## config.mk

```make
export PLATFORM = sky130hd
export DESIGN_NAME = idiv_post
export DESIGN_NICKNAME = d
export VERILOG_FILES = /design/src/rtl/idiv_pkg.sv /design/src/rtl/idiv_post.sv
export SDC_FILE = /design/constraint.sdc
export NUM_CORES = 1
export LEC_CHECK = 0
export ABC_AREA = 1
export BUFFER_PORTS_ARGS = -buffer_cell sky130_fd_sc_hd__buf_2
export CAP_MARGIN = 25
export CORE_MARGIN = 2
export CORE_UTILIZATION = 50
export DETAILED_ROUTE_END_ITERATION = 10
export PLACE_DENSITY = 0.83
export SETUP_SLACK_MARGIN = 0.2
export SYNTH_ARGS = -nofsm -noshare
export SYNTH_HDL_FRONTEND = slang
export SYNTH_SLANG_ARGS = --single-unit
```

## constraint.sdc

```tcl
create_clock -name i_clk -period 8.5 [get_ports i_clk]
set_input_delay 0.425 -clock i_clk [delete_from_list [all_inputs] [get_ports i_clk]]
set_output_delay 0.425 -clock i_clk [all_outputs]
set_load 0.005 [all_outputs]
```

## src/rtl/idiv_pkg.sv

```systemverilog
// shared types and constants of the pipelined array divider
package idiv_pkg;

    localparam int DATA_WIDTH = 64;
    localparam int FIELD_WIDTH = 64;
    localparam int OP_WIDTH = 2;

    typedef logic [DATA_WIDTH-1:0] t_word;

    typedef enum logic [OP_WIDTH-1:0] {
        OP_UQUOT = 2'd0,
        OP_UREM  = 2'd1,
        OP_SQUOT = 2'd2,
        OP_SREM  = 2'd3
    } t_op;

    // what the output stage does with the finished quotient and remainder
    typedef struct packed {
        logic sel_rem;
        logic neg;
        logic zero;
    } t_ctl;

endpackage

```

## src/rtl/idiv_post.sv

```systemverilog
// output stage: select, sign fix, zero-divisor override, output register and skid register
module idiv_post (
    input  logic            i_clk,
    input  logic            i_rst_n,
    input  logic            i_valid,
    input  idiv_pkg::t_ctl  i_ctl,
    input  idiv_pkg::t_word i_rem,
    input  idiv_pkg::t_word i_quot,
    input  logic            i_ready,
    output logic            o_en,
    output logic            o_valid,
    output idiv_pkg::t_word o_result
);
    import idiv_pkg::*;

    t_word sel;
    t_word n_res;

    logic  r_out_valid;
    t_word r_out;
    logic  r_skid_valid;
    t_word r_skid;
    logic  en;

    always_comb begin
        sel   = i_ctl.sel_rem ? i_rem : i_quot;
        n_res = i_ctl.neg ? (t_word'(0) - sel) : sel;
        if (i_ctl.zero) begin
            n_res = '0;
        end
    end

    // the pipeline moves whenever the skid register is free
    assign en = !r_skid_valid;

    always_ff @(posedge i_clk) begin
        if (!i_rst_n) begin
            r_out_valid  <= 1'b0;
            r_skid_valid <= 1'b0;
        end else begin
            if (en) begin
                r_out_valid  <= i_valid;
                r_skid_valid <= r_out_valid && !i_ready;
            end else if (i_ready) begin
                r_skid_valid <= 1'b0;
            end
        end
    end

    always_ff @(posedge i_clk) begin
        if (en) begin
            r_out  <= n_res;
            r_skid <= r_out;
        end
    end

    assign o_en     = en;
    assign o_valid  = r_skid_valid || r_out_valid;
    assign o_result = r_skid_valid ? r_skid : r_out;

endmodule

```

# After elaboration in Yosys (flattened, before gate mapping)

Cells that the tools add are included.

$add $sub $neg: 1
Muxes and demuxes: 5
Reductions and logical operators: 4

Operators by type and width:

| cell                                                                | number |
|---|---|
| 64-bit two-way mux                                                  | 3 |
| 1-bit by 64-bit subtractor with 64-bit output, first input constant | 1 |
| 1-bit zero test                                                     | 2 |
| 1-bit two-way mux                                                   | 2 |
| 1-bit logical AND                                                   | 1 |
| 1-bit logical OR                                                    | 1 |

Output and inout port bits: 66
Input bits: 135
Bits in registers: 130

# Depth between registers and ports, before layout

Gate-level depths: netlist (run 1).

Depth in word-level cells: 3
Gate-level depth with buffers: 15
Depth with buffers taken out: 14

# Worst setup path after synthesis (run 1)

OpenSTA, ideal clock, no wires.

Path kind: register -> output
Start: reg r_skid_valid
End: out o_result[53]
Slack: 5441 ps
Arrival: 2634 ps
Stages on the path, launching flop included: 5
Cell sequence: dfxtp_1 > inv_1 > clkbuf_1 > nand2_1 > nand2_1

Cells in the longest elaborated chain, start to end: 1

Ends and longest elaborated chain:

| item                   | line            | RTL |
|---|---|---|
| from (decl)            | idiv_post.sv:21 | `logic r_skid_valid;` |
| from (signal assigned) | idiv_post.sv:43 | `r_skid_valid <= r_out_valid && !i_ready;` |
| 64-bit two-way mux     | n/a             |  |
| to (decl)              | idiv_post.sv:12 | `output idiv_pkg::t_word o_result` |

Every way passes these cells.

# Final worst setup path (run 1)

Start: reg r_skid_valid
End: out o_result[51]

The elaborated chain is that of the path after synthesis.

==> flow_summary.ini, run 1 <==
[status]
outcome = complete, no violations

[floorplan]
boundaryPins = 201
start_util_pct = 50.8
die_h_um = 131
die-area_um2 = 17000
core_um2 = 15800
die_width_um = 131
placement_rows = 46

[critical_path]
worst_path_most_repeated_cell = sky130_fd_sc_hd__nand2_1
timing.critical_path.slowest_cell_delay_ps = 760
crit_chain = inv_4 > buf_4 > nand2_1 > nand2_1 > buf_2
timing_worst_setup_path_type = flip-flop to output pin
cpMaxStageDelayCell = sky130_fd_sc_hd__buf_4
reg2reg_slack_ps = 6520
critPathCaptureType = output pin
worst-r2r-cell-count = 4
critical_path.reg2reg.startpoint = r_skid_valid
worst_r2r_dst = r_skid[51]
setup.worst_path.start_class = flip-flop
crit_fanout = 78
required_worst_endpoint_ps = 8080
cp_data_arrival_time_ps = 2440

[finish]
number_of_nets_in_the_finished_design = 1608
syn_to_final_growth_pct = 19.7
final_common_cell = sky130_fd_sc_hd__nand2_1
layout_utilization_pct = 60.8
most-common-layout-cells = sky130_fd_sc_hd__nand2_1 (639), sky130_fd_sc_hd__buf_2 (200), sky130_fd_sc_hd__nor2_1 (164)
post_route_cells_drive_above_1_share_pct = 17.7
antenna_cells = 0

[global_route]
pin_count_of_the_biggest_net_entering_global_routing = 92
grt_usage_pct = 28.4
grt_overflow = 0
wire_length_of_the_first_global_routing_pass_mm = 37.0
first_global_vias = 7262
antenna_found_initial = 0

[timing]
hold_viol = 0
setup_viol = 0
grt_setup_unrepaired = false
finalSetupTns_ps = 0
min_period_over_period_pct = 33.7
tightestPinTransition_ps = 974
clock_skew_ps = 8.74
max_slew_margin_pct = 35.0
max_freq_mhz = 349
report.final.slew_viol_count = 0
period_minus_slack_ps = 2860

[cts]
cts_hold_buffers = 0
cts.sink_count = 130
tritoncts = built
clkLatencyLatePin_ps = 410
clk_pin_slew_worst_paths_ps = 50
htree_levels = 4
cts-root-to-sink-buffers = 2
cts-buffers-inserted = 17
ctsResizeCount = 0
clock-root-buffer = sky130_fd_sc_hd__clkbuf_16
cts_setup_buffers = 0

[yosys]
netlist_instances = 1292
synth.yosys.seq_area_share_pct = 40.5
synth_cell_types = 33
synth_ff_type = sky130_fd_sc_hd__dfxtp_1
synth-seq-cells = 130
ys.warnings.count = 0
synth-edff-count = 64
average_cell_area_after_synthesis_um2 = 6.20
post_synth_instance_area_um2 = 8010
async_s_r_ff_share_synth_pct = 0
syn_nets = 1428

[drt]
route.vias.total = 8342
wirelength_mm = 24.0
wire_length_on_met3_mm = 2.07
routed_via_density = 4.90
drt-pass1-iter-count = 5
drc = 0
routed-wl-met2_mm = 10.3
m1WireLength_mm = 11.1
detail-route-antenna-nets = 0
routedWlPerCell_um = 14.1
route.top_layer_used = met4
drt-initial-drc-count = 834

[power]
power.density_nw_per_um2 = 178
total_leakage_power_nw = 5.28
switching_share_pct = 27.8
power.switching_mw = 0.473
vdd_ir_drop_max_mv = 0.117
power_frac_seq_pct = 44.0
power.internal_mw = 1.23
comb_power_share_pct = 18.3
power_frac_clock_pct = 37.7

[placed_design]
dp.final_hpwl_mm = 18.4
place.gp.congestion = 0.994
numPortBuffers = 200

[hold_path]
timing.hold.worst_endpoint = r_skid_valid
hold_path_startpoint = i_ready
timing.hold.worst.class = input port to flip-flop
hold_path_depth = 2

[run]
timing.max_cap.violations = 0
## worst max-delay path: cells and delay by family, from the launching register on
kind | cells | cell delay, ps
buffers and inverters | 3 | 1320
flip-flops | 1 | 330
AND/OR/NAND/NOR | 2 | 310
## final cells by class
cell class / instances / area (um^2)
clock inverter: 5 / 27.5
tap: 216 / 270
clock buffer: 27 / 493
multi-input combinational: 969 / 3940
timing repair buffer: 205 / 1050
fill: 1546 / 6180
inverter: 149 / 562
sequential: 130 / 3240
## sequential cells by signal, summed over array words and instances, names as in the netlist
| signal | count |
|---|---|
| r_skid_valid | 1 |
| r_out_valid | 1 |
| r_out | 64 |
| r_skid | 64 |
## power groups by stage
stage / Sequential [mW] / Combinational [mW] / Clock (mW)
2_1_floorplan: 0.754 / 0.188 / 0
3_3_place_gp: 0.759 / 0.300 / 0
3_5_place_dp: 0.761 / 0.305 / 0
4_1_cts: 0.750 / 0.307 / 0.650
5_1_grt: 0.754 / 0.354 / 0.677
6_report: 0.749 / 0.312 / 0.643
## kinds of logic after synthesis
family / share of synthesized area, %
buffers and inverters: 10.3
adder cells (fa/ha/maj): 0.156
flip-flops: 40.5
multiplexers: 0.125
AND/OR/NAND/NOR: 42.7
AO/OA/AOI/OAI: 6.20
## worst max-delay path by stage
stage / start / end / slack, ps / depth (start not counted)
global route: r_skid_valid / o_result[38] / 5490 / 5
global placement: i_ctl[2] / r_out[42] / 5530 / 14
detailed placement: i_ctl[2] / r_out[42] / 5480 / 14
CTS: r_skid_valid / o_result[54] / 5660 / 5
finish: r_skid_valid / o_result[51] / 5640 / 5
floorplan: r_skid_valid / o_result[53] / 5440 / 4
## metrics by stage
stage | cell area, um^2 | power, mW | setup slack [ps] | hold slack [ps] | std cells
after floorplan | 8010 | 0.942 | 5440 | 439 | 1292
after global placement | 9050 | 1.06 | 5530 | 430 | 1668
after detailed placement | 9050 | 1.07 | 5480 | 430 | 1668
after CTS | 9570 | 1.71 | 5660 | 147 | 1700
after global routing | 9590 | 1.79 | 5490 | 158 | 1701
final | 9590 | 1.70 | 5640 | 154 | 1701
## Yosys cell counts, types with 10 or more instances
master	n	share of area [%]
sky130_fd_sc_hd__nand2_1	639	30
sky130_fd_sc_hd__nor2_1	164	7.7
sky130_fd_sc_hd__inv_1	146	6.8
sky130_fd_sc_hd__dfxtp_1	66	16
sky130_fd_sc_hd__edfxtp_1	64	24
sky130_fd_sc_hd__a21oi_1	45	2.8
sky130_fd_sc_hd__o21ai_0	36	2.2
sky130_fd_sc_hd__nand3_1	32	2.0
sky130_fd_sc_hd__clkbuf_1	21	0.98
sky130_fd_sc_hd__nor2_2	13	1.0
sky130_fd_sc_hd__nand2_2	10	0.78
## per-layer routing
metal / up-vias / track usage, %
met4: 0 / 7.51
met1: 3663 / 41.6
met2: 370 / 42.6
li1: 4281 / -
met5: - / 0
met3: 28 / 6.15
No activity file was read; power rests on OpenSTA's default activity.
==> run 2: changes to the inputs <==
==> constraint.sdc (replaced) <==
create_clock -name i_clk -period 2.7 [get_ports i_clk]
set_input_delay 0.135 -clock i_clk [delete_from_list [all_inputs] [get_ports i_clk]]
set_output_delay 0.135 -clock i_clk [all_outputs]
set_load 0.005 [all_outputs]
==> run 2 against run 1 <==
Sequential share of layout area shrank 0.64 points. First-iteration DRC count is 25% higher. Flip-flop and latch count is the same. Register-to-register slack lost 5700 ps. Largest power group unchanged. Count of clock-buffer cells in the layout down 6. Combinational power grew to 3.2 times the previous value. Wire length rose by 3.5%. Largest cell class unchanged. Setup slack got worse by 5100 ps. Power grew to 3.2 times the previous value. Global-route usage rose by 1.2 points. Die area is the same. Clock power increased to 3.4 times the previous value.
==> flow_summary.ini, run 2 (same netlist as run 1, synthesis figures left out) <==
[timing]
finalSetupTns_ps = 0
setup_viol = 0
grt_setup_unrepaired = false
min_period_over_period_pct = 79.7
tightestPinTransition_ps = 910
report.final.slew_viol_count = 0
max_freq_mhz = 465
hold_viol = 0
period_minus_slack_ps = 2150
max_slew_margin_pct = 38.7
clock_skew_ps = 6.52

[finish]
reg_top3 = r_out x64, r_skid x64
post_route_cells_drive_above_1_share_pct = 18.5
most-common-layout-cells = sky130_fd_sc_hd__nand2_1 (639), sky130_fd_sc_hd__buf_2 (200), sky130_fd_sc_hd__nor2_1 (164)
final_common_cell = sky130_fd_sc_hd__nand2_1
syn_to_final_growth_pct = 22.0
antenna_cells = 0
number_of_nets_in_the_finished_design = 1619

[power]
vdd_ir_drop_max_mv = 0.497
power.density_nw_per_um2 = 567
total_leakage_power_nw = 5.38
finalPower_mw = 5.54

[floorplan]
core_um2 = 15800
die-area_um2 = 17000
die_width_um = 131
boundaryPins = 201
die_h_um = 131
start_util_pct = 50.8
placement_rows = 46

[run]
timing.max_cap.violations = 0

[critical_path]
timing.critical_path.slowest_cell_delay_ps = 300
setup.worst_path.start_class = input port
crit_fanout = 58
crit_chain = buf_2 > buf_12 > nand2_1 > o21ai_1 > nand2_1 > nor2_1 > nand2_1 > nor2_1 > nand2_1 > nand2_1 > nand3_1 > nand2_1 > nor2_1
critPathCaptureType = flip-flop
required_worst_endpoint_ps = 2860
cp_data_arrival_time_ps = 2310
cpMaxStageDelayCell = sky130_fd_sc_hd__buf_2
timing_worst_setup_path_type = input port to flip-flop
worst_path_most_repeated_cell = sky130_fd_sc_hd__nand2_1

[cts]
cts.sink_count = 130
ctsResizeCount = 0
tritoncts = built
htree_levels = 4
clkLatencyLatePin_ps = 410
cts-root-to-sink-buffers = 2
clock-root-buffer = sky130_fd_sc_hd__clkbuf_16
cts_hold_buffers = 4
cts-buffers-inserted = 17
cts_setup_buffers = 0
clk_pin_slew_worst_paths_ps = 60

[global_route]
grt_overflow = 0
grt_usage_pct = 29.6
first_global_vias = 7477
wire_length_of_the_first_global_routing_pass_mm = 38.3
pin_count_of_the_biggest_net_entering_global_routing = 67
antenna_found_initial = 0

[drt]
routedWlPerCell_um = 14.5
route.vias.total = 8494
drt-initial-drc-count = 1044
detail-route-antenna-nets = 0
drc = 0
drt-pass1-iter-count = 6
wirelength_mm = 24.8
routed_via_density = 4.96

[status]
outcome = complete, no violations

[placed_design]
dp.final_hpwl_mm = 19.4
place.gp.congestion = 1.07
numPortBuffers = 200

[hold_path]
timing.hold.worst.class = input port to flip-flop
==> run 2: cell count changes in the layout (fill, tap and decap cells not counted), sizes merged <==
cell,delta
clkinvlp,+1
clkinv,+3
dlygate4sd3,+4
clkbuf,-6
inv,+2
buf,+7
==> run 2: power breakdown <==
| group | internal [mW] | switching (mW) |
|---|---|---|
| combinational | 0.354 | 0.650 |
| clock | 1.33 | 0.851 |
| sequential | 2.29 | 0.0576 |
| total | 3.98 | 1.56 |
==> run 2: worst paths after layout <==
| kind | from | endpoint | slack (ps) | cells after the start |
|---|---|---|---|---|
| max | i_ctl[2] | r_out[52] | 550 | 13 |
| min | i_ctl[0] | r_out[3] | 80 | 2 |
| max reg2reg | r_skid_valid | r_skid_valid | 810 | 6 |
| min reg2reg | r_skid[33] | r_skid[33] | 450 | 2 |
==> run 2: metrics by stage <==
step	setup slack (ps)	util [%]	hold WS, ps	std cells	area [um^2]
6_report	549	62.0	76.0	1712	9770
5_1_grt	384	62.0	74.0	1712	9770
4_1_cts	619	62.0	64.1	1712	9770
3_5_place_dp	193	58.1	288	1676	9160
3_3_place_gp	119	58.1	293	1676	9160
2_1_floorplan	956	-	207	1292	8010
==> run 2: cell type report <==
class | instances | area [um^2]
Timing Repair Buffer | 216 | 1180
Tap cell | 216 | 270
Clock inverter | 11 | 71.3
Inverter | 149 | 562
Fill cell | 1473 | 6000
Multi-Input combinational cell | 969 | 3940
Sequential cell | 130 | 3240
Clock buffer | 21 | 503
==> run 2: routing by layer <==
| layer | vias to the layer above | track usage, % | share of wire (%) |
|---|---|---|---|
| li1 | 4309 | - | - |
| met1 | 3728 | 44.2 | 46 |
| met2 | 425 | 43.9 | 42 |
| met3 | 32 | 6.15 | 10 |
| met4 | 0 | 7.38 | 2.0 |
| met5 | - | 0 | 0 |
==> run 2: critical path, delay by kind of cell <==
kind | cells | cell delay, ps
AND/OR/NAND/NOR | 10 | 1290
buffers and inverters | 2 | 570
AO/OA/AOI/OAI | 1 | 270
