<file path="config.mk">
export PLATFORM = sky130hd
export DESIGN_NAME = idiv_cell
export DESIGN_NICKNAME = d
export VERILOG_FILES = /design/src/rtl/idiv_pkg.sv /design/src/rtl/idiv_cell.sv
export SDC_FILE = /design/constraint.sdc
export NUM_CORES = 1
export LEC_CHECK = 0
export BUFFER_PORTS_ARGS = -buffer_cell sky130_fd_sc_hd__buf_2
export CAP_MARGIN = 40
export CORE_AREA = 2 2 153 155
export DETAILED_ROUTE_END_ITERATION = 10
export DIE_AREA = 0 0 155 157
export GPL_TIMING_DRIVEN = 0
export PLACE_DENSITY = 0.82
export SLEW_MARGIN = 20
export SYNTH_ARGS = -nofsm -noshare
export SYNTH_HDL_FRONTEND = slang
export SYNTH_SLANG_ARGS = --single-unit
</file>
<file path="constraint.sdc">
create_clock -name i_clk -period 8.8 [get_ports i_clk]
set_clock_uncertainty 0.15 [all_clocks]
set_input_delay 0.88 -clock i_clk [delete_from_list [all_inputs] [get_ports i_clk]]
set_output_delay 0.88 -clock i_clk [all_outputs]
set_load 0.01 [all_outputs]
</file>
<file path="src/rtl/idiv_pkg.sv">
// shared types and constants of the pipelined array divider
package idiv_pkg;

    localparam int DATA_WIDTH = 64;
    localparam int FIELD_WIDTH = 64;
    localparam int OP_WIDTH = 2;

    typedef logic [DATA_WIDTH-1:0] t_word;

    typedef enum logic [OP_WIDTH-1:0] {
        OP_UQUOT = 2'd0,
        OP_UREM  = 2'd1,
        OP_SQUOT = 2'd2,
        OP_SREM  = 2'd3
    } t_op;

    // what the output stage does with the finished quotient and remainder
    typedef struct packed {
        logic sel_rem;
        logic neg;
        logic zero;
    } t_ctl;

endpackage

</file>
<file path="src/rtl/idiv_cell.sv">
// one restoring division step: shift in a dividend bit, trial subtract
module idiv_cell (
    input  logic            i_clk,
    input  logic            i_rst_n,
    input  logic            i_en,
    input  logic            i_valid,
    input  idiv_pkg::t_ctl  i_ctl,
    input  idiv_pkg::t_word i_rem,
    input  idiv_pkg::t_word i_nq,   // dividend bits left, quotient bits shifted in below
    input  idiv_pkg::t_word i_den,
    output logic            o_valid,
    output idiv_pkg::t_ctl  o_ctl,
    output idiv_pkg::t_word o_rem,
    output idiv_pkg::t_word o_nq,
    output idiv_pkg::t_word o_den
);
    import idiv_pkg::*;

    t_word                 shifted;
    logic [DATA_WIDTH:0]   diff;
    logic                  ge;
    t_word                 n_rem;
    t_word                 n_nq;

    logic  r_valid;
    t_ctl  r_ctl;
    t_word r_rem;
    t_word r_nq;
    t_word r_den;

    always_comb begin
        // the partial remainder keeps only its low bits when shifted
        shifted = {i_rem[DATA_WIDTH-2:0], i_nq[DATA_WIDTH-1]};
        diff    = {1'b0, shifted} - {1'b0, i_den};
        ge      = !diff[DATA_WIDTH];
        n_rem   = ge ? diff[DATA_WIDTH-1:0] : shifted;
        n_nq    = {i_nq[DATA_WIDTH-2:0], ge};
    end

    always_ff @(posedge i_clk) begin
        if (!i_rst_n) begin
            r_valid <= 1'b0;
        end else if (i_en) begin
            r_valid <= i_valid;
        end
    end

    always_ff @(posedge i_clk) begin
        if (i_en) begin
            r_ctl <= i_ctl;
            r_rem <= n_rem;
            r_nq  <= n_nq;
            r_den <= i_den;
        end
    end

    assign o_valid = r_valid;
    assign o_ctl   = r_ctl;
    assign o_rem   = r_rem;
    assign o_nq    = r_nq;
    assign o_den   = r_den;

endmodule

</file>
# Word-level counts from Yosys, hierarchy flattened

Cells that the tools add are included.

Add/subtract/negate cells: 1
Muxes and demuxes: 1
Reduce and logical (&&, ||, !) cells: 1

Operators with widths:

| kind            | count |
|---|---|
| $sub 64x64->65  | 1 |
| $mux 64         | 1 |
| $logic_not 1->1 | 1 |

Bits in registers: 196
Bits of input ports: 199
Output and inout bits: 196
Word-level logic and storage cells: 10

# Longest topological paths before layout

Gate-level depths: netlist of the first run.

Depth in word-level cells: 2
Depth in mapped cells: 15

# Worst setup path before layout of the first run

Ideal clock, no wire load.

Kind: in2reg
From: in i_nq[63]
To: reg r_rem[28] (netlist: o_rem[28]), data pin
Arrival: 3,297 ps
Slack: 5,094 ps
Cell stages on the path: 13
Cells stage by stage: inv_1 > ha_1 > fa_1 > nand2b_1 > a21o_1 > a21oi_2 > o31a_1 > a22oi_1 > a21oi_2 > a31oi_1 > o21ai_2 > buf_4 > mux2_2

Word-level cells in the longest chain between the ends: 2

Ends and longest elaborated chain:

| what                 | RTL line        | source |
|---|---|---|
| from (decl)          | idiv_cell.sv:9  | `input idiv_pkg::t_word i_nq,` |
| $sub 64x64->65       | idiv_cell.sv:34 | `diff = {1'b0, shifted} - {1'b0, i_den};` |
| $mux 64              | idiv_cell.sv:36 | `n_rem = ge ? diff[DATA_WIDTH-1:0] : shifted;` |
| net n_rem[28]        | idiv_cell.sv:22 | `t_word n_rem;` |
| to (signal assigned) | idiv_cell.sv:51 | `r_rem <= n_rem;` |
| to (decl)            | idiv_cell.sv:27 | `t_word r_rem;` |

The timed path passes the listed nets, and every way through them passes these cells.
A chain may end at the register's enable or synchronous reset.

# Worst setup path after layout of the first run

From: in i_nq[63]
To: reg r_rem[12] (netlist: o_rem[12]), data pin

Same word-level chain as after synthesis.

==> run_results.csv, run 1 <==
group,metric,value,unit
timing,period_share,0.504,
cells_and_area,regArea,0.00588,mm²
floorplan,core-area,0.0225,mm²
drt,drc,0,
cells_and_area,drive_gt1_frac,0.335,
critical_path,reg2reg_to,"o_valid",
hold_path,hold_path_end,"o_valid",
cells_and_area,fillers,1880,
critical_path,ff2ff_setup_slack,8040,ps
placement,dp.cells,1651,
placement,io_buffer_count,393,
clock_tree,cts_tree,"yes",
power,max-vdd-ir-drop,0.117,mV
synthesis,synth-seq-cells,196,
clock_tree,htree_levels,4,
cells_and_area,most-common-layout-cells,"397 x buf_2, 195 x edfxtp_1, 127 x a21oi_1",
clock_tree,clk_pin_slew,90,ps
power,p_per_area,191,mW/mm²
global_routing,antenna_found_initial,4,
floorplan,die_w,155,µm
flow_run,maxCapViolCount,0,
timing,slew_violations,0,
drt,vias_per_cell,5.47,
clock_tree,clk_latency,430,ps
drt,via_count,9234,
synthesis,yosysWarningCount,0,
critical_path,critical_path_arrival,4460,ps
clock_tree,cts_root_buffer,"clkbuf_16",
hold_path,hp-start,"o_valid",
global_routing,grt_pass1_vias,8863,
global_routing,grt_overflow,0,
global_routing,grt_max_degree,108,
timing,finalSetupTns,0,ps
floorplan,die_h,157,µm
timing,setup_viol,0,
synthesis,synth_cell_types,58,
floorplan,initial_core_util,0.473,
critical_path,critPathCaptureType,"register",
cells_and_area,multi_input_area,0.00427,mm²
cells_and_area,final_common_cell,"buf_2",
drt,postRouteAntennaNets,0,
critical_path,cp.required,8820,ps
drt,avgRoutedWirePerCell,18.8,µm
critical_path,crit_path_max_fanout,10,
critical_path,r2r-start,"o_valid",
timing,maxClockFrequency,225,MHz
drt,wl,31600,µm
synthesis,synth-edff-count,195,
run_status,status,"finished clean",
timing,worst_pin_slew,711,ps
critical_path,worstSetupPathType,"in -> reg",
floorplan,std_cell_rows,55,
power,p_leak,0.00610,µW
cells_and_area,syn2layout_area_growth,28.2,%
timing,rsz0062_at_grt,"false",
critical_path,slowest_delay,460,ps
critical_path,r2r_cells,2,
clock_tree,post_cts_buffers,0,
timing,relSlewSlack,0.526,
clock_tree,clockBufferDepth,2,
synthesis,async_flop_share,0,
drt,firstDrtPassIters,8,
critical_path,start_kind,"input port",
global_routing,grt_pass1_wl,46600,µm
clock_tree,numCtsBuffers,17,
synthesis,synth.avg_cell_area,11.0,µm²
global_routing,gr-usage-all-layers,0.246,
synthesis,synth_cells,972,
critical_path,cp_cell_sequence,"buf_2 -> inv_1 -> ha_1 -> fa_1 -> nand2b_1 -> a21o_1 -> a21oi_2 -> o31a_1 -> a22oi_1 -> a21oi_2 -> a31oi_1 -> o21ai_2 -> buf_4 -> buf_4 -> a21oi_1",
synthesis,ys.flop_type,"edfxtp_1",
drt,drt_iter0_markers,602,
placement,dp_hpwl,24600,µm
synthesis,ys_seq_area_frac,0.552,
timing,fin_crit,4440,ps
floorplan,dieArea,0.0243,mm²
cells_and_area,final_cells,1687,
timing,hold_viol,0,
clock_tree,hold_buffers,0,
synthesis,synthesis.area,0.0107,mm²
synthesis,synth_nets,1236,
critical_path,slowest_stage,"o21ai_2",
hold_path,holdCritPathClass,"reg -> reg",
clock_tree,cts_sinks,196,
hold_path,whs_path_depth,2,
placement,gp_congestion,0.909,
floorplan,io_pins,395,
clock_tree,cts-resized-gates,0,
cells_and_area,fin_nets,1649,
-- worst max path at each step --
stage              from         to  slack, ps  cells past startpoint
2_1_floorplan  i_nq[63]  o_rem[28]       5090                     13
4_1_cts        i_nq[63]  o_rem[12]       4440                     15
6_report       i_nq[63]  o_rem[12]       4360                     15
3_3_place_gp   i_nq[63]  o_rem[12]       4050                     15
5_1_grt        i_nq[63]  o_rem[12]       4300                     15
3_5_place_dp   i_nq[63]  o_rem[12]       3990                     15
-- Yosys cell counts, types with 4 or more instances --
master,n,share of area
o21ai_0,47,0.022
edfxtp_1,195,0.55
o21a_1,9,0.0063
nand3_1,10,0.0047
o31ai_1,5,0.0035
o21bai_1,8,0.0056
nor4_1,5,0.0029
and3_1,6,0.0035
nor3_1,12,0.0056
nand2b_1,6,0.0035
buf_4,6,0.0042
buf_2,5,0.0023
xor2_1,31,0.025
a21oi_2,7,0.0058
o22ai_1,4,0.0023
clkbuf_1,26,0.0092
a31oi_1,11,0.0065
nand4_1,22,0.013
nor2b_1,6,0.0035
a21o_1,26,0.018
or3_1,5,0.0029
mux2_2,15,0.016
nor2_1,84,0.030
nand2_1,70,0.025
ha_1,64,0.075
inv_1,81,0.029
o21ai_1,4,0.0019
a21oi_1,127,0.060
xnor2_1,30,0.025
and4_1,4,0.0033
-- worst max-delay path: cells and delay by family --
| kind | cells | cell delay [ps] |
|---|---|---|
| adder cells (fa/ha/maj) | 2 | 640 |
| buffers and inverters | 4 | 730 |
| AO/OA/AOI/OAI | 8 | 2000 |
| AND/OR/NAND/NOR | 1 | 190 |
-- metrics by stage --
step                      utilization  instance area [µm²]  total power [µW]  hold WS, ps  setup slack [ps]
final                           0.607                13700              2610          399              4360
after global routing            0.607                13700              2720          414              4300
after CTS                       0.606                13600              2620          403              4440
after detailed placement        0.578                13000              1790          385              3990
after global placement          0.577                13000              1780          345              4050
after floorplan                     -                10700              1540          388              5090
-- metal layers --
| layer | GRT usage | up-vias | wire length (µm) |
|---|---|---|---|
| met1 | 0.285 | 4363 | 12100 |
| met2 | 0.444 | 425 | 16300 |
| met5 | 0 | - | 0 |
| met3 | 0.0614 | 51 | 2460 |
| met4 | 0.0908 | 0 | 714 |
| li1 | - | 4395 | - |
-- state kept, by name, indices dropped and copies added, names as in the netlist --
name,cells
o_nq,64
o_ctl,3
o_rem,64
o_valid,1
o_den,64
-- power breakdown --
group / switching [µW] / internal, µW
sequential: 22.1 / 1140
combinational: 375 / 245
clock: 427 / 399
total: 824 / 1780
-- cell type report --
class                           instances  area share
Buffer                                 40      0.0148
Tap cell                              285      0.0261
Clock buffer                           17      0.0312
Sequential cell                       196       0.430
Clock inverter                         15      0.0151
Inverter                               81      0.0223
Timing Repair Buffer                  394       0.147
Multi-Input combinational cell        655       0.313
Antenna cell                            4    0.000733
-- kinds of logic after synthesis --
kind of cell / Yosys count / share of synthesized area
xor gates and xnor gates: 61 / 0.0502
and+or+nand+nor: 236 / 0.101
DFF: 196 / 0.552
AOI/OAI and AO/OA: 277 / 0.156
buffers and inverters: 121 / 0.0474
adders and majority gates: 65 / 0.0770
muxes: 16 / 0.0168
Power figures use the tool's default switching activity.
==> inputs of run 2 (changes only) <==
--- a/config.mk
+++ b/config.mk
@@ -7,9 +7,8 @@
 export LEC_CHECK = 0
 export BUFFER_PORTS_ARGS = -buffer_cell sky130_fd_sc_hd__buf_2
 export CAP_MARGIN = 40
-export CORE_AREA = 2 2 153 155
+export CORE_UTILIZATION = 45
 export DETAILED_ROUTE_END_ITERATION = 10
-export DIE_AREA = 0 0 155 157
 export GPL_TIMING_DRIVEN = 0
 export PLACE_DENSITY = 0.82
 export SLEW_MARGIN = 20
==> constraint.sdc (replaced) <==
create_clock -name i_clk -period 3.8 [get_ports i_clk]
set_clock_uncertainty 0.15 [all_clocks]
set_input_delay 0.38 -clock i_clk [delete_from_list [all_inputs] [get_ports i_clk]]
set_output_delay 0.38 -clock i_clk [all_outputs]
set_load 0.01 [all_outputs]
==> run 2 against run 1 <==
Sequential share of layout area shrank 3.9 points. Non-clock buffer count grew 129. Hold slack lost 380 ps. Clock-buffer cell count is the same. Via count grew 5.9%. Global-route usage grew 3.1 points. Combinational power grew to 2.5 times the previous value. Setup slack lost 4200 ps. Flip-flop and latch count is the same. Routed wire length grew 9.3%. Die area shrank 0.18%. Largest power group unchanged.
==> run_results.csv, run 2 (synthesis gave the netlist of run 1 again) <==
group,metric,value,unit
run_status,status,"finished clean",
floorplan,std_cell_rows,55,
global_routing,grt_overflow,0,
timing,slew_violations,0,
hold_path,whs_path_depth,1,
critical_path,critPathCaptureType,"register",
drt,vias_per_cell,5.30,
power,p_switching,1970,µW
cells_and_area,fin_area,0.0150,mm²
power,max-vdd-ir-drop,0.278,mV
global_routing,grt_pass1_wl,51400,µm
timing,hold_viol,0,
power,p_leak,0.00665,µW
clock_tree,cts_tree,"yes",
critical_path,crit_path_max_fanout,10,
floorplan,dieArea,0.0243,mm²
floorplan,initial_core_util,0.465,
floorplan,die_w,156,µm
placement,dp_hpwl,24700,µm
clock_tree,numCtsBuffers,17,
power,clkPwrFrac,0.312,
placement,post-place-ws,-443,ps
clock_tree,clk_latency,440,ps
timing,maxClockFrequency,275,MHz
critical_path,start_kind,"input port",
timing,worst_pin_slew,695,ps
placement,io_buffer_count,393,
floorplan,die_h,156,µm
hold_path,hold_path_end,"o_den[62]",
drt,via_count,9780,
power,switching_share,0.318,
timing,fin_crit,3640,ps
timing,period_share,0.957,
global_routing,grt_max_degree,109,
drt,firstDrtPassIters,5,
critical_path,r2r_cells,2,
critical_path,critical_path_arrival,3700,ps
timing,final.setup.worst_slack,162,ps
floorplan,core-area,0.0229,mm²
global_routing,grt_pass1_vias,9681,
timing,setup_viol,0,
critical_path,r2r-start,"o_valid",
cells_and_area,final_common_cell,"buf_2",
flow_run,maxCapViolCount,0,
critical_path,slowest_stage,"a22oi_1",
clock_tree,htree_levels,4,
cells_and_area,fin_nets,1778,
critical_path,cp.required,3860,ps
power,power_frac_seq,0.435,
critical_path,reg2reg_to,"o_valid",
hold_path,holdCritPathClass,"in -> reg",
clock_tree,clockBufferDepth,2,
power,power.share.combinational,0.253,
cells_and_area,final_cells,1846,
placement,placed_cell_area,0.0130,mm²
drt,drc,0,
cells_and_area,most-common-layout-cells,"396 x buf_2, 195 x edfxtp_1, 127 x a21oi_1",
clock_tree,cts_sinks,196,
drt,avgRoutedWirePerCell,18.7,µm
placement,gp_congestion,0.902,
cells_and_area,drive_gt1_frac,0.309,
drt,postRouteAntennaNets,0,
drt,drt_iter0_markers,706,
timing,relSlewSlack,0.537,
floorplan,io_pins,395,
drt,wl,34600,µm
clock_tree,clk_pin_slew,90,ps
critical_path,worstSetupPathType,"in -> reg",
critical_path,cp_cell_sequence,"buf_2 -> ha_1 -> a21oi_1 -> and3_1 -> a21oi_2 -> o31a_1 -> a22oi_1 -> a21oi_2 -> a31oi_2 -> o21ai_4 -> buf_4 -> buf_4 -> a21oi_1",
critical_path,ff2ff_setup_slack,3020,ps
global_routing,gr-usage-all-layers,0.278,
placement,dp.cells,1679,
hold_path,hp-start,"i_den[62]",
power,internal-power,4230,µW
cells_and_area,fillers,1768,
global_routing,antenna_found_initial,6,
critical_path,slowest_delay,420,ps
timing,rsz0062_at_grt,"false",
clock_tree,cts_root_buffer,"clkbuf_16",
power,p_per_area,413,mW/mm²
cells_and_area,syn2layout_area_growth,40.8,%
==> run 2: cell types whose count changed in the layout (fill, tap and decap cells not counted), sizes merged <==
cell and delta:
clkbuf +1, diode +2, buf +2, dlygate4sd3 +126
==> run 2: layer usage <==
metal / up-vias / share of wire / GRT usage / routed length, µm
met2: 434 / 0.51 / 0.484 / 17500
met1: 4618 / 0.38 / 0.320 / 13000
met4: 0 / 0.045 / 0.148 / 1550
met5: - / 0 / 0 / 0
li1: 4651 / - / - / -
met3: 77 / 0.072 / 0.0564 / 2500
==> run 2: power groups by stage <==
stage               clock (µW)  combinational, µW  sequential (µW)
floorplan                    0                707             2860
CTS                       1960               1530             2690
detailed placement           0               1420             2740
global route              2040               1700             2710
finish                    1930               1570             2690
global placement             0               1390             2740
==> run 2: final cells by class <==
| class | count | area (µm²) | area share |
|---|---|---|---|
| well taps | 313 | 392 | 0.0261 |
| inverters | 81 | 304 | 0.0203 |
| clock buffers | 17 | 425 | 0.0284 |
| repair buffers | 523 | 3290 | 0.219 |
| clock inverters | 15 | 211 | 0.0141 |
| diodes | 6 | 15.0 | 0.00100 |
| multi-input cells | 655 | 4290 | 0.286 |
| plain buffers | 40 | 204 | 0.0136 |
| flip-flops and latches | 196 | 5880 | 0.392 |
==> run 2: critical path, delay by kind of cell <==
| family | cells | cell delay, ps |
|---|---|---|
| adders and majority gates | 1 | 380 |
| AOI/OAI and AO/OA | 8 | 2130 |
| and+or+nand+nor | 1 | 250 |
| buffers and inverters | 3 | 540 |
==> run 2: through the flow <==
| stage | hold WS (ps) | power, µW | util | setup TNS (ps) |
|---|---|---|---|---|
| detailed placement | 403 | 4160 | 0.569 | -22380 |
| finish | 18.6 | 6200 | 0.655 | 0 |
| CTS | 0.135 | 6180 | 0.651 | 0 |
| global placement | 345 | 4130 | 0.568 | -62190 |
| global route | 5.66 | 6460 | 0.655 | 0 |
| floorplan | 329 | 3570 | - | 0 |
==> run 2: how the worst max path moves through the flow <==
stage,to,from,cells past startpoint
finish,o_rem[0],i_rem[4],13
global route,o_rem[53],i_den[36],13
CTS,o_rem[0],i_den[36],15
detailed placement,o_rem[0],i_nq[63],15
global placement,o_rem[0],i_nq[63],15
floorplan,o_rem[28],i_nq[63],13
==> run 2: repair_timing <==
item | 4_1_cts | 5_1_grt
hold buffers | 124 | 2
resized for setup | 0 | 3
buffers inserted | 0 | 3
endpoints found under the hold margin | 124 | 2
setup endpoints to repair | 0 | 64
