$ cat src/rtl/idiv_pkg.sv
// shared types and constants of the pipelined array divider
package idiv_pkg;

    localparam int DATA_WIDTH = 64;
    localparam int FIELD_WIDTH = 64;
    localparam int OP_WIDTH = 2;

    typedef logic [DATA_WIDTH-1:0] t_word;

    typedef enum logic [OP_WIDTH-1:0] {
        OP_UQUOT = 2'd0,
        OP_UREM  = 2'd1,
        OP_SQUOT = 2'd2,
        OP_SREM  = 2'd3
    } t_op;

    // what the output stage does with the finished quotient and remainder
    typedef struct packed {
        logic sel_rem;
        logic neg;
        logic zero;
    } t_ctl;

endpackage

$ cat src/rtl/idiv_pre.sv
// input stage: operand magnitudes and result fix-up flags
module idiv_pre (
    input  logic                         i_clk,
    input  logic                         i_rst_n,
    input  logic                         i_en,
    input  logic                         i_valid,
    input  logic [idiv_pkg::OP_WIDTH-1:0]    i_op,
    input  logic [idiv_pkg::FIELD_WIDTH-1:0] i_dividend,
    input  logic [idiv_pkg::FIELD_WIDTH-1:0] i_divisor,
    output logic                         o_valid,
    output idiv_pkg::t_ctl               o_ctl,
    output idiv_pkg::t_word              o_num,
    output idiv_pkg::t_word              o_den
);
    import idiv_pkg::*;

    t_word a;
    t_word b;
    logic  a_neg;
    logic  b_neg;
    logic  is_signed;
    t_op   op;
    t_ctl  n_ctl;
    t_word n_num;
    t_word n_den;

    logic  r_valid;
    t_ctl  r_ctl;
    t_word r_num;
    t_word r_den;

    always_comb begin
        op        = t_op'(i_op);
        a         = i_dividend[DATA_WIDTH-1:0];
        b         = i_divisor[DATA_WIDTH-1:0];
        a_neg     = a[DATA_WIDTH-1];
        b_neg     = b[DATA_WIDTH-1];
        is_signed = (op == OP_SQUOT) || (op == OP_SREM);
        n_num     = (is_signed && a_neg) ? (t_word'(0) - a) : a;
        n_den     = (is_signed && b_neg) ? (t_word'(0) - b) : b;
        n_ctl.sel_rem = (op == OP_UREM) || (op == OP_SREM);
        n_ctl.zero    = (b == t_word'(0));
        unique case (op)
            OP_SQUOT: n_ctl.neg = a_neg ^ b_neg;
            OP_SREM:  n_ctl.neg = a_neg;
            default:  n_ctl.neg = 1'b0;
        endcase
    end

    always_ff @(posedge i_clk) begin
        if (!i_rst_n) begin
            r_valid <= 1'b0;
        end else if (i_en) begin
            r_valid <= i_valid;
        end
    end

    always_ff @(posedge i_clk) begin
        if (i_en) begin
            r_ctl <= n_ctl;
            r_num <= n_num;
            r_den <= n_den;
        end
    end

    assign o_valid = r_valid;
    assign o_ctl   = r_ctl;
    assign o_num   = r_num;
    assign o_den   = r_den;

endmodule

$ cat config.mk
export PLATFORM = sky130hd
export DESIGN_NAME = idiv_pre
export DESIGN_NICKNAME = d
export VERILOG_FILES = /design/src/rtl/idiv_pkg.sv /design/src/rtl/idiv_pre.sv
export SDC_FILE = /design/constraint.sdc
export NUM_CORES = 1
export LEC_CHECK = 0
export BUFFER_PORTS_ARGS = -buffer_cell sky130_fd_sc_hd__buf_2
export CAP_MARGIN = 20
export CORE_AREA = 10 10 114 141
export DETAILED_ROUTE_END_ITERATION = 16
export DIE_AREA = 0 0 124 151
export PLACE_DENSITY = 0.84
export SETUP_SLACK_MARGIN = 0.4
export SLEW_MARGIN = 40
export SYNTH_ARGS = -nofsm -noshare
export SYNTH_HDL_FRONTEND = slang
export SYNTH_SLANG_ARGS = --single-unit
$ cat constraint.sdc
create_clock -name i_clk -period 5 [get_ports i_clk]
set_clock_uncertainty 0.2 [all_clocks]
set_input_delay 0.25 -clock i_clk [delete_from_list [all_inputs] [get_ports i_clk]]
set_output_delay 0.25 -clock i_clk [all_outputs]
set_load 0.005 [all_outputs]
Word level (Yosys, flattened, before mapping)

Cells that the tools add are included.

Reduce and logical (&&, ||, !) cells: 5
Bitwise logic cells: 1
Muxes and demuxes: 3
$lt $le $gt $ge: 0
Multiply operators: 0
Shift operators: 0
$add $sub $neg: 2
Equality and inequality tests: 3
Divide/modulo/power cells: 0

Operator list:

| operator              | count |
|---|---|
| $mux 64               | 2 |
| $sub 1x64->64 const A | 2 |
| $logic_not 64->1      | 1 |
| $eq 2x2->1 const B    | 2 |
| $eq 2x1->1 const B    | 1 |
| $logic_and 1x1->1     | 2 |
| $logic_or 1x1->1      | 2 |
| $pmux 1 s2            | 1 |
| $xor 1x1->1           | 1 |

Latch bits: 0
Memory bits (read-only): 0
Register bits after elaboration: 132
Bits of input ports: 134
Memories: 0
Word-level logic and storage cells: 20
Output and inout bits: 132
RAM bits: 0

Longest topological paths before layout

Gate-level depths: netlist of the first run.

Depth in word-level cells: 4
Depth in mapped cells: 8
Depth with buffers taken out: 7

Worst setup path after synthesis of the first run

OpenSTA, ideal clock, no wires.

Path type: input to register
From: in i_divisor[1] (netlist name)
To: reg r_den[54] (netlist: o_den[54]) (data pin)
Path slack: 2.499 ns
Cell stages on the path: 8
Required time: 4.539 ns
Buffers on the path: 1
Setup time: 0.261 ns
Data arrival time: 2.039 ns
Cell sequence: inv_1 ha_1 nor4b_2 nand3_1 or4_1 buf_2 o41ai_4 xnor2_1

Word-level cells in the longest chain between the ends: 2

Ends and longest elaborated chain:

| what                 | line           | RTL |
|---|---|---|
| start, declared      | idiv_pre.sv:9  | `input logic [idiv_pkg::FIELD_WIDTH-1:0] i_divisor,` |
| $sub 1x64->64        | idiv_pre.sv:40 | `n_den = (is_signed && b_neg) ? (t_word'(0) - b) : b;` |
| $mux 64              | idiv_pre.sv:40 |  |
| via n_den[54]        | idiv_pre.sv:25 | `t_word n_den;` |
| end signal, assigned | idiv_pre.sv:62 | `r_den <= n_den;` |
| end, declared        | idiv_pre.sv:30 | `t_word r_den;` |

The timed path passes the listed nets, and every way through them passes these cells.
A chain may end at the register's enable or synchronous reset.

Worst setup path in the final report of the first run

From: in i_divisor[7] (netlist name)
To: reg r_den[55] (netlist: o_den[55]) (data pin)

The elaborated chain is that of the path after synthesis.

==> flow_summary_export.csv, run 1 <==
group,metric,value,unit
status,status,"finished, final reports clean",
synth,synth.net_count,729,
synth,synth_compound_area_share,9.36,%
final_layout,regArea,3950,um2
pwr,p_per_area,304,nW/um2
setup_path,startpoint_type,"input port",
clocking,postCtsSetupRepairBufs,0,
placement,gp_congestion,0.908,
drt,remaining_drc_errors,0,
grt,grt_max_degree,59,
clocking,clock_latency,0.40,ns
floorplanning,start_util,52.4,%
placement,post-place-ws,1.81,ns
setup_path,timing.rr.start,"o_valid",
sta,tns,0,ns
sta,post-route-worst-setup-slack,1.53,ns
placement,place_hpwl,17000,um
floorplanning,dieHeight,151,um
sta,hold_slack,0.0226,ns
sta,rsz0062_at_grt,"no",
synth,muxShareOfSynthArea,0.144,%
floorplanning,rows,47,
drt,dr.first_iter.drc_count,938,
synth,ys_seq_elements,132,
setup_path,worst-setup-path-type,"input port to flip-flop",
clocking,clockBufferDepth,2,
synth,postSynthCellCount,593,
final_layout,layout.nets,1100,
final_layout,fillerInstances,812,
final_layout,drive_gt1_share,31.8,%
pwr,power.internal,2230,uW
synth,yosysTopAreaCellShare,56.7,%
drt,vias,6785,
synth,post-synth-top-area-cell,"edfxtp_1",
setup_path,startpoint,"i_divisor[7]",
sta,drv_slew,0,
drt,drt-wirelength-per-cell,21.9,um
synth,syn_area_per_cell,11.7,um2
setup_path,reg2reg_to,"o_valid",
synth,post_synth_num_cell_types,38,
synth,synthAdderAreaFrac,0.361,%
setup_path,rrSetupSlack,3.61,ns
synth,async_flop_share,0,%
job,cap_violations,0,
placement,port_buffers,265,
pwr,p_sw_share,26.6,%
pwr,max-vdd-ir-drop,0.219,mV
synth,ys_seq_area_share,57.0,%
final_layout,multi_input_area,2910,um2
sta,max_clock_freq,288,MHz
pwr,pwr-share-seq,45.8,%
clocking,clkTransAtPathRegs,0.07,ns
floorplanning,dieArea,18700,um2
sta,min_period_over_period,69.4,%
worst_hold_path,hp-class,"input port to flip-flop",
drt,vias_per_cell,5.91,
setup_path,worstPathMaxFanout,12,
setup_path,r2r_cells,3,
drt,postRouteAntennaNets,0,
clocking,tritoncts,"done",
synth,synth_top_family_by_area,"simple AND/OR/NAND/NOR gates",
clocking,root_buffer,"clkbuf_16",
sta,setup_violations,0,
pwr,p_sw,807,uW
synth,synth-edff-count,131,
drt,first_pass_iters,7,
floorplanning,die_w,124,um
synth,yosys.area_share.simple,16.1,%
sta,finalCriticalPeriod,3.47,ns
floorplanning,io-pin-count,266,
clocking,h-tree-depth,4,
drt,detail_route.wirelength,25200,um
sta,tightest_slew,0.871,ns
clocking,clock-sinks,132,
grt,grt_use_total,25.9,%
pwr,power_frac_comb,16.9,%
setup_path,required,4.95,ns
grt,first_global_vias,6985,
synth,synth_xor_area_share,15.5,%
pwr,p_leak,0.00403,uW
sta,max-slew-margin-rel,41.4,%
final_layout,syn2layout_area_growth,44.2,%
grt,grt_antenna_before_repair,2,
synth,synth.area.top_cells,"edfxtp_1 57%, xor2_1 9.3%, xnor2_1 6.2%",
clocking,cts_buffers,17,
setup_path,worstPathArrival,3.42,ns
sta,hold_viol_final,0,
grt,grt.overflow.total,0,
setup_path,crit_end,"o_den[55]",
pwr,clkPwrFrac,37.3,%
setup_path,cp-end-kind,"flip-flop",
synth,synth-main-ff-cell,"edfxtp_1",
synth,yosysWarningCount,0,
synth,syn-cell-area,6940,um2
floorplanning,core_area,13200,um2
worst_hold_path,hold_depth,2,
grt,grt_pass1_wl,38000,um
-- worst max-delay path: stages --
cell,delay [ns]
dlygate4sd3_1,0.57
buf_2,0.15
nor3_1,0.58
nand4_1,0.56
nor4_4,0.83
a41oi_1,0.27
xor2_1,0.21
-- cells in the final DEF, fill, tap and decap left out, types with 2 or more instances in the layout --
master,instances
a21boi_0,2
a21oi_1,41
a31oi_1,17
a41oi_1,8
and2_1,3
and3_1,2
buf_2,264
buf_4,5
clkbuf_16,17
clkinv_1,3
clkinv_4,2
clkinvlp_4,4
dlygate4sd3_1,99
edfxtp_1,131
ha_1,2
inv_1,11
inv_6,5
nand2_1,24
nand2b_1,4
nand3_1,10
nand4_1,10
nand4b_1,3
nor2_1,50
nor3_1,32
nor3b_1,2
nor4_1,28
nor4_2,2
nor4_4,2
nor4b_1,3
o21ai_0,14
o31ai_1,16
o41ai_1,4
or2_2,3
or3_1,10
or4_1,10
xnor2_1,49
xor2_1,74
-- through the flow --
stage	std cells	utilization, %	power, uW	area, um2
3_5_place_dp	1017	64.1	1840	8480
5_1_grt	1149	75.6	3150	10000
2_1_floorplan	593	-	1570	6940
4_1_cts	1147	75.5	3040	9990
3_3_place_gp	1017	63.9	1830	8460
6_report	1149	75.6	3040	10000
-- power groups by stage --
| stage | clock (uW) | combinational (uW) | sequential (uW) |
|---|---|---|---|
| floorplan | 0 | 140 | 1430 |
| detailed placement | 0 | 435 | 1410 |
| global placement | 0 | 421 | 1400 |
| global route | 1200 | 551 | 1400 |
| finish | 1130 | 514 | 1390 |
| CTS | 1150 | 498 | 1390 |
-- kinds of logic (layout without fill, tap and decap cells) --
group           after synthesis  after routing
xor+xnor                    123            123
fa+ha+maj                     2              2
flops                       132            132
buf+inv                      27            411
compound gates              103            103
simple gates                205            205
other cells                   0              1
mux                           1              1
-- layer usage --
metal,share of wire (%),up-vias,GRT usage (%)
met5,0,-,0
met4,2.3,0,6.98
met3,14,68,11.2
met2,52,532,46.4
met1,32,3179,26.9
li1,-,3006,-
-- what timing repair did --
item | CTS | global route
endpoints found under the setup margin | 0 | 0
hold buffers | 98 | 1
gates resized for setup | 0 | 0
endpoints found under the hold margin | 97 | 1
-- registers in the layout, summed over array words and instances (netlist names) --
register and count:
o_valid 1, o_ctl 3, o_den 64, o_num 64
-- cell type report --
type	count	area share, %
sequential	132	39.5
multi-input combinational	434	29.1
timing repair buffer	368	23.5
clock buffer	17	4.25
tap	171	2.14
clock inverter	15	1.08
inverter	11	0.413
antenna	1	0.0250
-- cell usage after synthesis, types with 8 or more instances --
cell and instances:
xnor2_1 49, or4_1 10, o21ai_0 14, xor2_1 74
nand2_1 25, nor4_1 29, clkbuf_1 13, edfxtp_1 131
a41oi_1 8, nand4_1 10, nor2_1 50, a21oi_1 41
or3_1 10, o31ai_1 16, a31oi_1 17, nand3_1 10
inv_1 11, nor3_1 33
-- how the worst min path moves through the flow --
stage	from	end	slack (ns)
6_report	i_divisor[53]	o_den[53]	0.02
5_1_grt	i_dividend[20]	o_num[20]	0.01
4_1_cts	i_divisor[30]	o_den[30]	0.0006
3_5_place_dp	i_rst_n	o_valid	0.27
3_3_place_gp	i_rst_n	o_valid	0.26
2_1_floorplan	i_divisor[0]	o_den[0]	0.15
Power figures use the tool's default switching activity.
==> run 2, diff against run 1 <==
--- a/config.mk
+++ b/config.mk
@@ -7,10 +7,10 @@
 export LEC_CHECK = 0
 export BUFFER_PORTS_ARGS = -buffer_cell sky130_fd_sc_hd__buf_2
 export CAP_MARGIN = 20
-export CORE_AREA = 10 10 114 141
+export CORE_AREA = 10 10 117 145
 export DETAILED_ROUTE_END_ITERATION = 16
-export DIE_AREA = 0 0 124 151
-export PLACE_DENSITY = 0.84
+export DIE_AREA = 0 0 127 155
+export PLACE_DENSITY = 0.8
 export SETUP_SLACK_MARGIN = 0.4
 export SLEW_MARGIN = 40
 export SYNTH_ARGS = -nofsm -noshare
==> constraint.sdc (replaced) <==
create_clock -name i_clk -period 3.5 [get_ports i_clk]
set_clock_uncertainty 0.2 [all_clocks]
set_input_delay 0.175 -clock i_clk [delete_from_list [all_inputs] [get_ports i_clk]]
set_output_delay 0.175 -clock i_clk [all_outputs]
set_load 0.005 [all_outputs]
==> flow_summary_export.csv, run 2 (synthesis gave the netlist of run 1 again) <==
group,metric,value,unit
floorplanning,dieArea,19700,um2
setup_path,cpLargestDelayFamily,"simple AND/OR/NAND/NOR gates",
drt,remaining_drc_errors,0,
pwr,p_per_area,441,nW/um2
sta,max_clock_freq,338,MHz
clocking,clock_latency,0.40,ns
pwr,totalPowerFinal,4640,uW
job,cap_violations,0,
placement,gp_congestion,0.854,
sta,max-slew-margin-rel,50.7,%
drt,dr.first_iter.drc_count,777,
setup_path,crit_chain,"dlygate4sd3_1, buf_2, nor4_1, nand4_1, nor4_1, a21oi_1, xor2_1",
floorplanning,dieHeight,155,um
setup_path,startpoint_type,"input port",
drt,detail_route.wirelength,25500,um
clocking,h-tree-depth,4,
clocking,clockBufferDepth,2,
sta,tns,0,ns
placement,place_hpwl,17200,um
setup_path,cp-end-kind,"flip-flop",
final_layout,layout.nets,1145,
setup_path,cpMaxStageDelayCell,"nor4_1",
sta,tightest_slew,0.734,ns
clocking,clock-sinks,132,
setup_path,required,3.45,ns
floorplanning,core_area,14200,um2
clocking,root_buffer,"clkbuf_16",
clocking,tritoncts,"done",
status,status,"finished, final reports clean",
setup_path,crit_top_cell,"nor4_1",
clocking,cts_buffers,17,
pwr,p_leak,0.00424,uW
drt,postRouteAntennaNets,0,
final_layout,final_common_cell,"buf_2",
final_layout,syn2layout_area_growth,51.8,%
grt,grt_use_total,24.8,%
sta,drv_slew,0,
pwr,max-vdd-ir-drop,0.333,mV
floorplanning,rows,49,
sta,min_period_over_period,84.4,%
sta,setup_violations,0,
grt,grt_antenna_before_repair,2,
setup_path,worstPathArrival,2.90,ns
clocking,postCtsSetupRepairBufs,0,
sta,hold_slack,0.0258,ns
clocking,clkTransAtPathRegs,0.06,ns
setup_path,path_buf_inv,2,
worst_hold_path,hp-class,"input port to flip-flop",
grt,grt.overflow.total,0,
sta,hold_viol_final,0,
drt,vias_per_cell,5.77,
drt,first_pass_iters,6,
floorplanning,io-pin-count,266,
final_layout,finalInstanceArea,10500,um2
floorplanning,start_util,48.8,%
sta,rsz0062_at_grt,"no",
drt,vias,6940,
grt,grt_max_degree,59,
final_layout,fillerInstances,852,
placement,port_buffers,265,
setup_path,worstPathMaxFanout,7,
setup_path,worst-setup-path-type,"input port to flip-flop",
final_layout,drive_gt1_share,31.6,%
sta,finalCriticalPeriod,2.95,ns
floorplanning,die_w,127,um
grt,grt_pass1_wl,39100,um
grt,first_global_vias,7066,
setup_path,critical-path-max-stage-delay,0.75,ns
placement,place_area,8570,um2
final_layout,mostFrequentLayoutCells,"264 x buf_2, 132 x dlygate4sd3_1, 131 x edfxtp_1",
drt,drt-wirelength-per-cell,21.2,um
## run 2: routing by layer
layer | global-route usage [%] | wire (um)
met5 | 0 | 0
met4 | 7.82 | 688
met2 | 43.4 | 13000
met3 | 9.42 | 3230
met1 | 27.0 | 8610
## run 2: final timing paths
check | start | endpoint | slack, ns | cells past startpoint
worst max-delay path | i_dividend[40] | o_num[60] | 0.55 | 7
worst min-delay path | i_divisor[5] | o_den[5] | 0.03 | 3
worst max register to register | o_valid | o_valid | 2.17 | 3
worst min register to register | o_valid | o_valid | 0.85 | 3
## run 2: repair_timing
item                       CTS  global route
setup endpoints to repair    0            10
hold buffers               132             0
resized for setup            0             2
hold endpoints to repair   129             0
## run 2: layout make-up
type	count	area [um2]	area share (%)
clock buffer	19	433	4.11
sequential	132	3950	37.5
clock inverter	13	184	1.75
timing repair buffer	413	2780	26.4
antenna	2	5.00	0.0475
tap	178	223	2.12
multi-input combinational	434	2910	27.6
inverter	11	41.3	0.392
## run 2: tightest hold or removal path: cells and delay by family
kind | cells | cell delay (ns)
XOR/XNOR | 1 | 0.14
buffers and inverters | 2 | 0.20
## run 2: metrics by stage
| stage | cells | utilization, % | setup slack, ns |
|---|---|---|---|
| 6_report | 1202 | 74.0 | 0.545 |
| 5_1_grt | 1202 | 74.0 | 0.412 |
| 4_1_cts | 1200 | 73.9 | 0.627 |
| 3_5_place_dp | 1036 | 60.3 | 0.738 |
| 3_3_place_gp | 1036 | 60.2 | 0.728 |
| 2_1_floorplan | 593 | - | 1.07 |
## run 2: report_power, final
group,switching [uW],leakage (uW),internal (uW)
Combinational,402,0.00267,371
Sequential,48.5,0.00129,1940
Clock,692,0.000283,1190
Total,1140,0.00424,3500
==> run 3, diff against run 2 <==
--- a/config.mk
+++ b/config.mk
@@ -7,10 +7,10 @@
 export LEC_CHECK = 0
 export BUFFER_PORTS_ARGS = -buffer_cell sky130_fd_sc_hd__buf_2
 export CAP_MARGIN = 20
-export CORE_AREA = 10 10 117 145
+export CORE_AREA = 10 10 123 152
 export DETAILED_ROUTE_END_ITERATION = 16
-export DIE_AREA = 0 0 127 155
-export PLACE_DENSITY = 0.8
+export DIE_AREA = 0 0 133 162
+export PLACE_DENSITY = 0.76
 export SETUP_SLACK_MARGIN = 0.4
 export SLEW_MARGIN = 40
 export SYNTH_ARGS = -nofsm -noshare
==> constraint.sdc (replaced) <==
create_clock -name i_clk -period 2.58 [get_ports i_clk]
set_clock_uncertainty 0.2 [all_clocks]
set_input_delay 0.129 -clock i_clk [delete_from_list [all_inputs] [get_ports i_clk]]
set_output_delay 0.129 -clock i_clk [all_outputs]
set_load 0.005 [all_outputs]
==> flow_summary_export.csv, run 3 (synthesis gave the netlist of run 1 again) <==
group,metric,value,unit
drt,drt-wirelength-per-cell,20.7,um
clocking,cts_buffers,17,
placement,dp.cells,1093,
floorplanning,rows,51,
grt,grt_antenna_before_repair,0,
floorplanning,die_w,133,um
grt,first_global_vias,7253,
drt,first_pass_iters,6,
clocking,clock-sinks,132,
setup_path,r2r_cells,3,
job,cap_violations,0,
setup_path,timing.rr.start,"o_valid",
clocking,clkTransAtPathRegs,0.06,ns
worst_hold_path,hp-class,"input port to flip-flop",
setup_path,rrSetupSlack,1.23,ns
setup_path,startpoint_type,"input port",
pwr,p_per_area,547,nW/um2
placement,gp_congestion,0.896,
grt,grt_use_total,23.6,%
worst_hold_path,holdPathEnd,"o_den[10]",
setup_path,worst-setup-path-type,"input port to flip-flop",
drt,remaining_drc_errors,0,
clocking,clock_latency,0.41,ns
final_layout,fillerInstances,1026,
final_layout,syn2layout_area_growth,57.5,%
worst_hold_path,hold_start,"i_en",
sta,finalCriticalPeriod,2.23,ns
setup_path,cp-end-kind,"flip-flop",
sta,max_clock_freq,449,MHz
final_layout,drive_gt1_share,34.0,%
sta,tightest_slew,0.693,ns
floorplanning,core_area,15600,um2
placement,place_hpwl,17300,um
drt,detail_route.wirelength,26400,um
pwr,p_leak,0.00444,uW
clocking,root_buffer,"clkbuf_16",
pwr,max-vdd-ir-drop,0.326,mV
clocking,tritoncts,"done",
final_layout,final_common_cell,"buf_2",
sta,hold_slack,0.0243,ns
setup_path,worstPathMaxFanout,4,
drt,vias_per_cell,5.51,
grt,grt_max_degree,47,
final_layout,post-route-util,69.9,%
setup_path,required,2.53,ns
floorplanning,start_util,44.4,%
sta,hold_viol_final,0,
grt,grt_pass1_wl,40400,um
setup_path,reg2reg_to,"o_valid",
sta,max-slew-margin-rel,53.8,%
drt,postRouteAntennaNets,0,
drt,dr.first_iter.drc_count,695,
floorplanning,dieHeight,162,um
placement,port_buffers,265,
final_layout,finalNonFillerCells,1275,
placement,place_area,8820,um2
setup_path,worstPathArrival,2.18,ns
sta,drv_slew,0,
clocking,clockBufferDepth,2,
final_layout,layout.nets,1186,
floorplanning,dieArea,21500,um2
clocking,h-tree-depth,4,
status,status,"finished, final reports clean",
sta,rsz0062_at_grt,"yes",
floorplanning,io-pin-count,266,
sta,min_period_over_period,86.3,%
grt,grt.overflow.total,0,
drt,vias,7029,
sta,tns,0,ns
sta,setup_violations,0,
worst_hold_path,hold_depth,1,
final_layout,finalInstanceArea,10900,um2
final_layout,mostFrequentLayoutCells,"265 x buf_2, 146 x dlygate4sd3_1, 131 x edfxtp_1",
run 3: changes by cell type in the layout (fill, tap and decap cells not counted), moves of 3 or more:
| cell | before | now |
|---|---|---|
| clkinv_2 | 1 | 4 |
| bufinv_16 | 4 | 1 |
| buf_4 | 16 | 40 |
| or4_1 | 10 | 7 |
| or4_4 | 0 | 3 |
| dlygate4sd3_1 | 132 | 146 |
| nor4_1 | 27 | 24 |
run 3: through the flow:
stage / setup slack (ns) / total power (uW)
2_1_floorplan: 0.331 / 3030
3_3_place_gp: 0.0837 / 3570
3_5_place_dp: 0.0301 / 3590
4_1_cts: 0.406 / 5960
5_1_grt: 0.298 / 6200
6_report: 0.354 / 5980
run 3: cell type report:
class | count | area, um2 | area share, %
antenna | 1 | 2.50 | 0.0229
clock buffer | 20 | 437 | 4.00
clock inverter | 11 | 88.8 | 0.813
inverter | 11 | 41.3 | 0.378
multi-input combinational | 434 | 3000 | 27.5
sequential | 132 | 3950 | 36.2
tap | 212 | 265 | 2.43
timing repair buffer | 454 | 3140 | 28.7
run 3: what timing repair did:
| action | 4_1_cts | 5_1_grt |
|---|---|---|
| endpoints found under the hold margin | 132 | 0 |
| buffers inserted | 0 | 3 |
| setup endpoints to repair | 0 | 38 |
| resized for setup | 0 | 18 |
| hold buffers | 146 | 0 |
run 3: report_power, final:
part           total [uW]  switching (uW)  internal [uW]
registers            2690            57.3           2630
logic                1100             557            539
clock network        2200             893           1300
total                5980            1510           4470
run 3: layer usage:
metal	GRT usage (%)	vias up	share of wire, %
li1	-	3180	-
met2	42.1	444	51
met3	8.55	68	12
met4	7.41	0	2.9
met5	0	-	0
met1	25.5	3337	34
run 3: worst max path at each step:
stage                           end      startpoint
final                     o_num[58]  i_dividend[41]
after global routing      o_num[52]  i_dividend[41]
after CTS                 o_num[51]  i_dividend[43]
after detailed placement  o_den[54]   i_divisor[18]
after global placement    o_den[54]   i_divisor[18]
after floorplan           o_den[54]    i_divisor[1]
run 3: critical path, cell delays in order:
cell           delay, ns
dlygate4sd3_1       0.56
buf_2               0.16
nor3_2              0.17
nand4_1             0.20
buf_4               0.22
nor4_4              0.39
a31oi_1             0.16
xor2_1              0.17
